### config.mk
export PLATFORM = sky130hd
export DESIGN_NAME = gf2_64_field_alu_core
export DESIGN_NICKNAME = d
export VERILOG_FILES = /design/src/rtl/core/gf64_pkg.sv /design/src/rtl/core/gf64_mul.sv /design/src/rtl/core/gf64_datapath.sv /design/src/rtl/core/gf64_ctrl.sv /design/src/rtl/core/gf2_64_field_alu_core.sv
export VERILOG_INCLUDE_DIRS = /design/src /design/src/rtl/core
export SDC_FILE = /design/constraint.sdc
export NUM_CORES = 2
export LEC_CHECK = 0
export ABC_AREA = 0
export BUFFER_PORTS_ARGS = -buffer_cell sky130_fd_sc_hd__buf_4
export CAP_MARGIN = 20
export CORE_ASPECT_RATIO = 0.6
export CORE_MARGIN = 5
export CORE_UTILIZATION = 50
export DETAILED_ROUTE_END_ITERATION = 10
export PLACE_DENSITY_LB_ADDON = 0.05
export SLEW_MARGIN = 20
export SYNTH_ARGS = -nofsm -noshare
export SYNTH_HDL_FRONTEND = slang
export SYNTH_HIERARCHICAL = 1
export SYNTH_SLANG_ARGS = --single-unit
### constraint.sdc
create_clock -name aclk -period 6.25 [get_ports aclk]
set_input_delay 0.9375 -clock aclk [delete_from_list [all_inputs] [get_ports aclk]]
set_output_delay 0.9375 -clock aclk [all_outputs]
set_load 0.005 [all_outputs]
### src/rtl/core/gf2_64_field_alu_core_macros.svh
// Assertion helpers included by the top-level core.
`ifndef GF2_64_FIELD_ALU_CORE_MACROS_SVH
`define GF2_64_FIELD_ALU_CORE_MACROS_SVH

// Same-cycle implication, disabled while reset is asserted.
`define GF64_ASSERT_IMP(label, clk, rstn, pre, post) \
    label: assert property (@(posedge clk) disable iff (!(rstn)) (pre) |-> (post)) \
        else $error("gf64 assertion failed");

// Next-cycle implication, disabled while reset is asserted.
`define GF64_ASSERT_NXT(label, clk, rstn, pre, post) \
    label: assert property (@(posedge clk) disable iff (!(rstn)) (pre) |=> (post)) \
        else $error("gf64 assertion failed");

`endif

### src/rtl/core/gf64_pkg.sv
package gf64_pkg;

    localparam int unsigned ElemBits  = 64;
    localparam int unsigned OpBits    = 3;
    localparam int unsigned DigitBits = 8;
    localparam int unsigned DigitCnt  = ElemBits / DigitBits;
    localparam int unsigned CntBits   = $clog2(DigitCnt);

    typedef logic [ElemBits-1:0] elem_t;

    localparam elem_t POLY_LOW = 64'h0000_0000_0000_001B;
    // The inverse is taken as a^(2^64 - 2).
    localparam elem_t INV_EXP  = 64'hFFFF_FFFF_FFFF_FFFE;

    localparam logic [OpBits-1:0] OP_ADD = 3'd0;
    localparam logic [OpBits-1:0] OP_MUL = 3'd1;
    localparam logic [OpBits-1:0] OP_SQR = 3'd2;
    localparam logic [OpBits-1:0] OP_INV = 3'd3;
    localparam logic [OpBits-1:0] OP_POW = 3'd4;

    typedef struct packed {
        logic load;
        logic start;
        logic update;
        logic publish;
    } cmd_t;

    typedef struct packed {
        logic exp_zero;
        logic mul_done;
    } status_t;

endpackage

### src/rtl/core/gf64_mul.sv
module gf64_mul (
    input  logic            aclk,
    input  logic            aresetn,
    input  logic            start,
    input  gf64_pkg::elem_t a,
    input  gf64_pkg::elem_t b,
    output gf64_pkg::elem_t product,
    output logic            done
);

    gf64_pkg::elem_t                  p_reg, p_next;
    gf64_pkg::elem_t                  a_reg;
    gf64_pkg::elem_t                  b_reg;
    logic [gf64_pkg::CntBits-1:0]     cnt_reg;
    logic                             busy_reg;

    // Most significant bits of b first: shift the partial product, reduce, add a.
    always_comb begin
        gf64_pkg::elem_t p;
        p = p_reg;
        for (int i = 0; i < gf64_pkg::DigitBits; i++) begin
            p = {p[gf64_pkg::ElemBits-2:0], 1'b0}
                ^ (p[gf64_pkg::ElemBits-1] ? gf64_pkg::POLY_LOW : '0)
                ^ (b_reg[gf64_pkg::ElemBits-1-i] ? a_reg : '0);
        end
        p_next = p;
    end

    always_ff @(posedge aclk) begin
        if (!aresetn) begin
            busy_reg <= 1'b0;
            cnt_reg  <= '0;
        end else if (start) begin
            busy_reg <= 1'b1;
            cnt_reg  <= '0;
            p_reg    <= '0;
            a_reg    <= a;
            b_reg    <= b;
        end else if (busy_reg) begin
            p_reg   <= p_next;
            b_reg   <= b_reg << gf64_pkg::DigitBits;
            cnt_reg <= cnt_reg + 1'b1;
            if (cnt_reg == gf64_pkg::CntBits'(gf64_pkg::DigitCnt - 1)) begin
                busy_reg <= 1'b0;
            end
        end
    end

    assign product = p_next;
    assign done    = busy_reg && (cnt_reg == gf64_pkg::CntBits'(gf64_pkg::DigitCnt - 1));

endmodule

### src/rtl/core/gf64_datapath.sv
module gf64_datapath (
    input  logic                          aclk,
    input  logic                          aresetn,
    input  gf64_pkg::cmd_t                cmd,
    output gf64_pkg::status_t             status,
    input  logic [gf64_pkg::OpBits-1:0]   op,
    input  gf64_pkg::elem_t               operand_a,
    input  gf64_pkg::elem_t               operand_b,
    input  gf64_pkg::elem_t               exponent,
    output gf64_pkg::elem_t               result,
    output logic                          zero_inverse_error
);

    gf64_pkg::elem_t acc_reg, base_reg, exp_reg, res_reg;
    logic            err_reg, res_err_reg;
    gf64_pkg::elem_t prod_acc, prod_base;
    logic            done_acc, done_base;

    gf64_mul u_mul_acc (
        .aclk    (aclk),
        .aresetn (aresetn),
        .start   (cmd.start),
        .a       (acc_reg),
        .b       (base_reg),
        .product (prod_acc),
        .done    (done_acc)
    );

    gf64_mul u_mul_base (
        .aclk    (aclk),
        .aresetn (aresetn),
        .start   (cmd.start),
        .a       (base_reg),
        .b       (base_reg),
        .product (prod_base),
        .done    (done_base)
    );

    // Every operation is folded into square-and-multiply rounds: the load
    // sets the accumulator and exponent so that the rounds finish the job.
    always_ff @(posedge aclk) begin
        if (cmd.load) begin
            base_reg <= operand_a;
            err_reg  <= (op == gf64_pkg::OP_INV) && (operand_a == '0);
            case (op)
                gf64_pkg::OP_ADD: begin
                    acc_reg <= operand_a ^ operand_b;
                    exp_reg <= '0;
                end
                gf64_pkg::OP_MUL: begin
                    acc_reg <= operand_b;
                    exp_reg <= gf64_pkg::ElemBits'(1);
                end
                gf64_pkg::OP_SQR: begin
                    acc_reg <= operand_a;
                    exp_reg <= gf64_pkg::ElemBits'(1);
                end
                gf64_pkg::OP_INV: begin
                    acc_reg <= gf64_pkg::ElemBits'(1);
                    exp_reg <= gf64_pkg::INV_EXP;
                end
                gf64_pkg::OP_POW: begin
                    acc_reg <= gf64_pkg::ElemBits'(1);
                    exp_reg <= exponent;
                end
                default: begin
                    acc_reg <= '0;
                    exp_reg <= '0;
                end
            endcase
        end else if (cmd.update) begin
            if (exp_reg[0]) begin
                acc_reg <= prod_acc;
            end
            base_reg <= prod_base;
            exp_reg  <= exp_reg >> 1;
        end
        if (cmd.publish) begin
            res_reg     <= acc_reg;
            res_err_reg <= err_reg;
        end
    end

    assign status.exp_zero   = (exp_reg == '0);
    assign status.mul_done   = done_acc && done_base;
    assign result            = res_reg;
    assign zero_inverse_error = res_err_reg;

endmodule

### src/rtl/core/gf64_ctrl.sv
module gf64_ctrl (
    input  logic              aclk,
    input  logic              aresetn,
    input  logic              in_valid,
    output logic              in_ready,
    output logic              out_valid,
    input  logic              out_ready,
    input  gf64_pkg::status_t status,
    output gf64_pkg::cmd_t    cmd
);

    typedef enum logic [1:0] {
        ST_IDLE,
        ST_CHECK,
        ST_RUN,
        ST_FIN
    } state_t;

    state_t state_reg;
    logic   out_valid_reg;
    logic   out_free;

    assign out_free = !out_valid_reg || out_ready;
    assign in_ready = (state_reg == ST_IDLE);
    assign out_valid = out_valid_reg;

    always_comb begin
        cmd         = '0;
        cmd.load    = (state_reg == ST_IDLE) && in_valid;
        cmd.start   = (state_reg == ST_CHECK) && !status.exp_zero;
        cmd.update  = (state_reg == ST_RUN) && status.mul_done;
        cmd.publish = (state_reg == ST_FIN) && out_free;
    end

    always_ff @(posedge aclk) begin
        if (!aresetn) begin
            state_reg     <= ST_IDLE;
            out_valid_reg <= 1'b0;
        end else begin
            // A new result takes the output slot in the cycle the old one leaves.
            if ((state_reg == ST_FIN) && out_free) begin
                out_valid_reg <= 1'b1;
            end else if (out_ready) begin
                out_valid_reg <= 1'b0;
            end
            unique case (state_reg)
                ST_IDLE: begin
                    if (in_valid) begin
                        state_reg <= ST_CHECK;
                    end
                end
                ST_CHECK: begin
                    state_reg <= status.exp_zero ? ST_FIN : ST_RUN;
                end
                ST_RUN: begin
                    if (status.mul_done) begin
                        state_reg <= ST_CHECK;
                    end
                end
                ST_FIN: begin
                    if (out_free) begin
                        state_reg <= ST_IDLE;
                    end
                end
                default: state_reg <= ST_IDLE;
            endcase
        end
    end

endmodule

### src/rtl/core/gf2_64_field_alu_core.sv
// Channel | Direction | tdata                                   | tuser
// s_      | in        | operand_a, operand_b, exponent (192 b)  | op (3 b)
// m_      | out       | result (64 b)                           | zero_inverse_error
//
// One item at a time. Each square-and-multiply round uses the two
// 8-bit-per-cycle multipliers, one round per remaining exponent bit; power
// and inverse run up to 64 rounds, multiply and square one round, add and
// unused codes none.
// Reset is synchronous and active low. A result waiting on m_ does not block
// the next s_ transfer; only the final hand-off waits for the output slot.
`include "gf2_64_field_alu_core_macros.svh"

module gf2_64_field_alu_core (
    input  logic         aclk,
    input  logic         aresetn,
    input  logic         s_tvalid,
    output logic         s_tready,
    input  logic [191:0] s_tdata,   // operand_a [63:0], operand_b [127:64], exponent [191:128]
    input  logic [2:0]   s_tuser,   // op [2:0]
    output logic         m_tvalid,
    input  logic         m_tready,
    output logic [63:0]  m_tdata,   // result [63:0]
    output logic [0:0]   m_tuser    // zero_inverse_error [0]
);

    gf64_pkg::cmd_t    cmd;
    gf64_pkg::status_t status;

    gf64_ctrl u_ctrl (
        .aclk      (aclk),
        .aresetn   (aresetn),
        .in_valid  (s_tvalid),
        .in_ready  (s_tready),
        .out_valid (m_tvalid),
        .out_ready (m_tready),
        .status    (status),
        .cmd       (cmd)
    );

    gf64_datapath u_datapath (
        .aclk               (aclk),
        .aresetn            (aresetn),
        .cmd                (cmd),
        .status             (status),
        .op                 (s_tuser),
        .operand_a          (s_tdata[63:0]),
        .operand_b          (s_tdata[127:64]),
        .exponent           (s_tdata[191:128]),
        .result             (m_tdata),
        .zero_inverse_error (m_tuser[0])
    );

    `GF64_ASSERT_NXT(a_busy_after_accept, aclk, aresetn, s_tvalid && s_tready, !s_tready)
    `GF64_ASSERT_IMP(a_err_gives_zero, aclk, aresetn, m_tvalid && m_tuser[0], m_tdata == 64'd0)
    `GF64_ASSERT_IMP(a_load_only_idle, aclk, aresetn, cmd.load, s_tready && !cmd.update)

endmodule
Word level (Yosys, flattened, before mapping)

Cells that the tools add are included.

Input port bits: 199
Output and inout port bits: 67
Logic and storage cells: 154
Register bits after elaboration: 653

Multiplexer cells: 60
Equal/unequal tests: 12
Add/sub/neg operators: 2
Reduce and logical (&&, ||, !) cells: 28
Bitwise logic cells: 34

Operators with widths:

| operator                                               | number |
|---|---|
| two-way mux 64 bit                                     | 29 |
| XOR 64 bit                                             | 19 |
| XOR 64 x 5 -> 64 bit                                   | 14 |
| case mux 64 bit (4 select lines)                       | 1 |
| case mux 64 bit (3 select lines)                       | 1 |
| logical NOT 64 bit                                     | 2 |
| two-way mux 5 bit                                      | 16 |
| nonzero test 2 bit                                     | 5 |
| equality test 3 bit (second input constant)            | 3 |
| two-way mux 1 bit                                      | 9 |
| logical AND 1 bit                                      | 8 |
| case mux 2 bit (4 select lines)                        | 1 |
| AND reduction 2 bit                                    | 4 |
| adder 3 x 1 -> 3 bit (second input constant)           | 2 |
| equality test 3 x 2 -> 1 bit (second input constant)   | 2 |
| two-way mux 2 bit                                      | 3 |
| OR reduction 2 bit                                     | 3 |
| equality test 2 bit (second input constant)            | 2 |
| inequality test 2 x 1 -> 1 bit (second input constant) | 2 |
| equality test 3 x 1 -> 1 bit (second input constant)   | 1 |
| logical NOT 3 bit                                      | 1 |
| AND reduction 3 bit                                    | 1 |
| equality test 2 x 1 -> 1 bit (second input constant)   | 1 |
| logical NOT 1 bit                                      | 2 |
| other kinds (4)                                        | 4 |

Logic depth before layout (Yosys ltp)

Depth in word-level cells: 27
Mapped depth: 10

Modules after synthesis

Netlist, hierarchy kept.

Modules (own cells, without submodules):

| module        | cells each | times used | sequential area each (µm²) | area an instance (µm²) |
|---|---|---|---|---|
| gf64_mul      | 1,509      | 2          | 5,845.6                    | 14,222.4 |
| gf64_datapath | 952        | 1          | 7,747.4                    | 11,994.0 |
| gf64_ctrl     | 18         | 1          | 60.1                       | 151.4 |

Worst setup path before layout

No wires, ideal clock.

Path kind: register -> register
Start: register u_datapath.exp_reg[30]
End: register u_datapath.u_mul_acc.b_reg[0], enable pin
Data arrival time: 4,210 ps
Clock period less this slack: 4,709 ps
Slack: 1,541 ps
Stages on the path, launching flop included: 8
Buffers on the path: 2
Cell sequence: edfxtp_1 > nor4_1 > nand4_1 > nor4_1 > nor3b_1 > clkbuf_1 > clkbuf_1 > o21a_1

RTL lines:

| what                     | line                | RTL |
|---|---|---|
| start: declaration       | gf64_datapath.sv:14 | `gf64_pkg::elem_t acc_reg, base_reg, exp_reg, res_reg;` |
| start signal: assignment | gf64_datapath.sv:52 | `exp_reg <= gf64_pkg::ElemBits'(1);` |
| start signal: assignment | gf64_datapath.sv:56 | `exp_reg <= gf64_pkg::ElemBits'(1);` |
| start signal: assignment | gf64_datapath.sv:60 | `exp_reg <= gf64_pkg::INV_EXP;` |
| end signal: assignment   | gf64_mul.sv:41      | `b_reg <= b_reg << gf64_pkg::DigitBits;` |
| end: declaration         | gf64_mul.sv:13      | `gf64_pkg::elem_t b_reg;` |

Worst setup path in the final report

Start: register u_datapath.u_mul_acc.b_reg[61]
End: register u_datapath.acc_reg[3], data pin

Cells in the longest elaborated chain, start to end: 16

RTL lines:

| what                                                      | line                | RTL |
|---|---|---|
| two-way mux 64 bit *                                      | gf64_mul.sv:24      | `^ (b_reg[gf64_pkg::ElemBits-1-i] ? a_reg : '0);` |
| XOR 64 bit *                                              | gf64_mul.sv:24      |  |
| XOR 64 x 5 -> 64 bit *                                    | gf64_mul.sv:23      | `^ (p[gf64_pkg::ElemBits-1] ? gf64_pkg::POLY_LOW : '0)` |
| XOR 64 bit *                                              | gf64_mul.sv:24      |  |
| two-way mux 5 bit or XOR 64 x 5 -> 64 bit (tied branches) | gf64_mul.sv:23      |  |
| XOR 64 x 5 -> 64 bit *                                    | gf64_mul.sv:23      |  |
| XOR 64 bit *                                              | gf64_mul.sv:24      |  |
| XOR 64 x 5 -> 64 bit *                                    | gf64_mul.sv:23      |  |
| XOR 64 bit *                                              | gf64_mul.sv:24      |  |
| XOR 64 x 5 -> 64 bit *                                    | gf64_mul.sv:23      |  |
| XOR 64 bit *                                              | gf64_mul.sv:24      |  |
| XOR 64 x 5 -> 64 bit *                                    | gf64_mul.sv:23      |  |
| XOR 64 bit *                                              | gf64_mul.sv:24      |  |
| named net u_datapath.prod_acc[3]                          | gf64_datapath.sv:16 | `gf64_pkg::elem_t prod_acc, prod_base;` |
| two-way mux 64 bit *                                      | gf64_datapath.sv:72 | `if (exp_reg[0]) begin` |
| two-way mux 64 bit *                                      | gf64_datapath.sv:71 | `end else if (cmd.update) begin` |
| two-way mux 64 bit *                                      | gf64_datapath.sv:42 | `if (cmd.load) begin` |
| end signal: assignment                                    | gf64_datapath.sv:47 | `acc_reg <= operand_a ^ operand_b;` |
| end signal: assignment                                    | gf64_datapath.sv:51 | `acc_reg <= operand_b;` |
| end signal: assignment                                    | gf64_datapath.sv:73 | `acc_reg <= prod_acc;` |
| end: declaration                                          | gf64_datapath.sv:14 |  |

Mark *: on every way through the listed nets, which the timed path passes. The rest lies on a longest branch. The select of a mux whose other input is x is not followed.
A chain may end at the register's enable or synchronous reset.

==> metrics.md <==
| Metric | Value |
|---|---|
| Outcome | completed |
| Sw power | 5400 uW |
| Vias/cell | 5.36 |
| Post CTS Setup Buffer Count | 0 |
| Final setup TNS | 0 ns |
| Endpoints failing setup | 0 |
| Slew headroom | 27.5% |
| Fillers | 6,996 |
| Clock Latency Late Sink | 0.66 ns |
| Htree depth | 2 |
| Num ports | 266 |
| Critical Path End Type | register |
| Static leakage | 0.0161 uW |
| Largest area contributor in the netlist | edfxtp_1 |
| Clk slew on worst S/H paths | 0.07 ns |
| Share of cells above drive strength 1 | 14.6% |
| Layout Cells excl Fill | 5,139 |
| Syn Nets | 4,191 |
| Die footprint | 87,200 um2 |
| Crit path max fanout | 40 |
| Peak VDD IR | 0.211 mV |
| First-pass GRT wire length | 180 mm |
| Top cell type's share of synthesized area | 47.5% |
| Final worst path period share | 56.3% |
| PostCTS Resize Cnt | 0 |
| Port Buffers | 265 |
| Wire per inst | 23.8 um |
| Routed wire length | 122 mm |
| Die Wd | 378 um |
| Num CTS Buffers | 61 |
| GPL Wtd Cong | 0.847 |
| Cell variety after synth | 45 |
| Ys async rst share | 0% |
| Number of sinks on the clock net | 653 |
| DP Worst Slack | 2.78 ns |
| Root Driver | clkbuf_16 |
| Synthesized area | 40,600 um2 |
| Most instantiated library cell after synthesis | nand2_1 |
| Worst path arrival time | 4.00 ns |
| Worst-Margin Slew | 1.09 ns |
| CTS Hold Buffers Added | 0 |
| Grt ovf | 0 |
| P&R area growth vs syn | 11.2% |
| Worst min-delay path class | reg -> reg |
| Logic pwr share | 34.3% |
| Placed cell count | 5,021 |
| Cells after synthesis | 3,988 |
| Sequential group share of total power | 40.8% |
| Gr usage total | 27.5% |
| Power per cell area | 363 nW/um2 |
| Synth Warn # | 6 |
| Syn Area/Cell | 10.2 um2 |
| Starting density of the core | 50.8% |
| Crit start category | register |
| Detailed Route Iter0 Violations | 3,310 |
| Sw frac | 33.0% |
| Via count | 27,500 |
| Die Y | 231 um |
| Unrepaired setup endpoints after global routing | false |
| Antenna Violating Nets Remaining | 0 |
| Final setup margin | 2.73 ns |
| Required time worst endpoint | 6.73 ns |
| MaxCap Viol Count | 0 |
| Initial antenna violation count | 14 |
| Drt pass-1 iters | 5 |
| Final setup skew | 0.0309 ns |
| Clock network fraction of total power | 24.9% |
| Nets | 4,221 |
| Maximum clock frequency | 0.284 GHz |
| Rows | 80 |
| Worst-case clock buffer depth | 3 |
| DP HPWL | 82.8 mm |
| Synth area leaders | edfxtp_1 (47%), xnor2_1 (18%), nand2_1 (9.5%) |
| Seq/Total Area, Yosys | 48.0% |
| DRC viols | 0 |
| Max Slew Vio Count | 0 |
| Commonest cells in the synthesized netlist | nand2_1 (1,027), xnor2_1 (829), edfxtp_1 (642) |
| Number of synthesized register bits | 653 |
| Hold Violations, Final | 0 |
| Synth Flop Type | edfxtp_1 |
| Core ar. | 80,000 um2 |
| Post-synth EDFFs | 642 |
| Largest net degree at the start of global routing | 139 |
| Pint | 11,000 uW |
| Min Tclk post-route | 3.52 ns |
| TritonCTS clock tree | yes |
| Vias in the first global route | 26,200 |
| Critical path type | reg -> reg |
cell type report:
| type | count | area (um2) | share of cell area (%) |
|---|---|---|---|
| multi-input combinational | 2934 | 19600 | 43.4 |
| tap | 1066 | 1330 | 2.96 |
| clock buffer | 71 | 1610 | 3.56 |
| timing repair buffer | 298 | 2290 | 5.07 |
| sequential | 653 | 19500 | 43.2 |
| clock inverter | 43 | 534 | 1.18 |
| inverter | 70 | 263 | 0.582 |
| antenna | 4 | 10.0 | 0.0222 |
path summary, 6_finish.rpt:
kind | start | end | slack (ns) | cells past startpoint
max | u_datapath/u_mul_acc/b_reg[61] | u_datapath/acc_reg[3] | 2.73 | 9
min | u_datapath/acc_reg[51] | u_datapath/u_mul_acc/a_reg[51] | 0.45 | 0
max reg2reg | u_datapath/u_mul_acc/b_reg[61] | u_datapath/acc_reg[3] | 2.73 | 9
min reg2reg | u_datapath/acc_reg[51] | u_datapath/u_mul_acc/a_reg[51] | 0.45 | 0
power groups by stage:
stage	clock network (uW)	logic (uW)	registers [uW]
3_5_place_dp	0	5540	6760
4_1_cts	4150	5580	6670
6_report	4080	5630	6690
5_1_grt	4330	6080	6740
2_1_floorplan	0	4240	6350
3_3_place_gp	0	5510	6760
stage by stage:
stage                     hold WS, ns  total power [uW]  utilization, %  cell area (um2)
final                           0.446             16400            56.4            45100
after global routing            0.458             17200            56.4            45100
after CTS                       0.446             16400            56.4            45100
after detailed placement        0.436             12300            53.7            43000
after global placement          0.428             12300            53.7            42900
after floorplan                 0.400             10600               -            40600
worst max-delay path: stages, from the launching register on:
cell	delay [ns]
edfxtp_1	0.97
buf_4	0.57
nand2_1	0.09
xnor3_1	0.38
xnor2_1	0.27
xor2_1	0.31
xor3_1	0.49
inv_1	0.07
inv_1	0.04
o22ai_1	0.13
layout by cell type (no fill, tap or decap), types with 20 or more instances in the layout:
cell type	instances
a21oi_1	129
and2_1	143
buf_4	294
clkbuf_16	63
edfxtp_1	642
inv_1	67
mux2_2	179
nand2_1	1027
nor2_1	77
nor2b_1	127
nor4_1	30
o22ai_1	63
xnor2_1	829
xnor3_1	20
xor2_1	250
metal layers:
metal,global-route usage (%),share of wire (%),up-vias
met1,44.2,48,13200
met4,5.22,1.9,16
met2,36.5,39,1224
met3,8.07,11,131
met5,0,0.089,-
li1,-,-,13000
cells by family after synthesis:
| logic type | after synthesis | synth area share (%) |
|---|---|---|
| XOR/XNOR | 1103 | 24.6 |
| adder cells (fa/ha/maj) | 4 | 0.123 |
| AO/OA/AOI/OAI | 206 | 2.82 |
| buffers and inverters | 401 | 3.90 |
| flip-flops | 653 | 48.0 |
| AND/OR/NAND/NOR | 1438 | 15.4 |
| multiplexers | 183 | 5.06 |
Note: power is estimated with default switching activity, not from simulation.
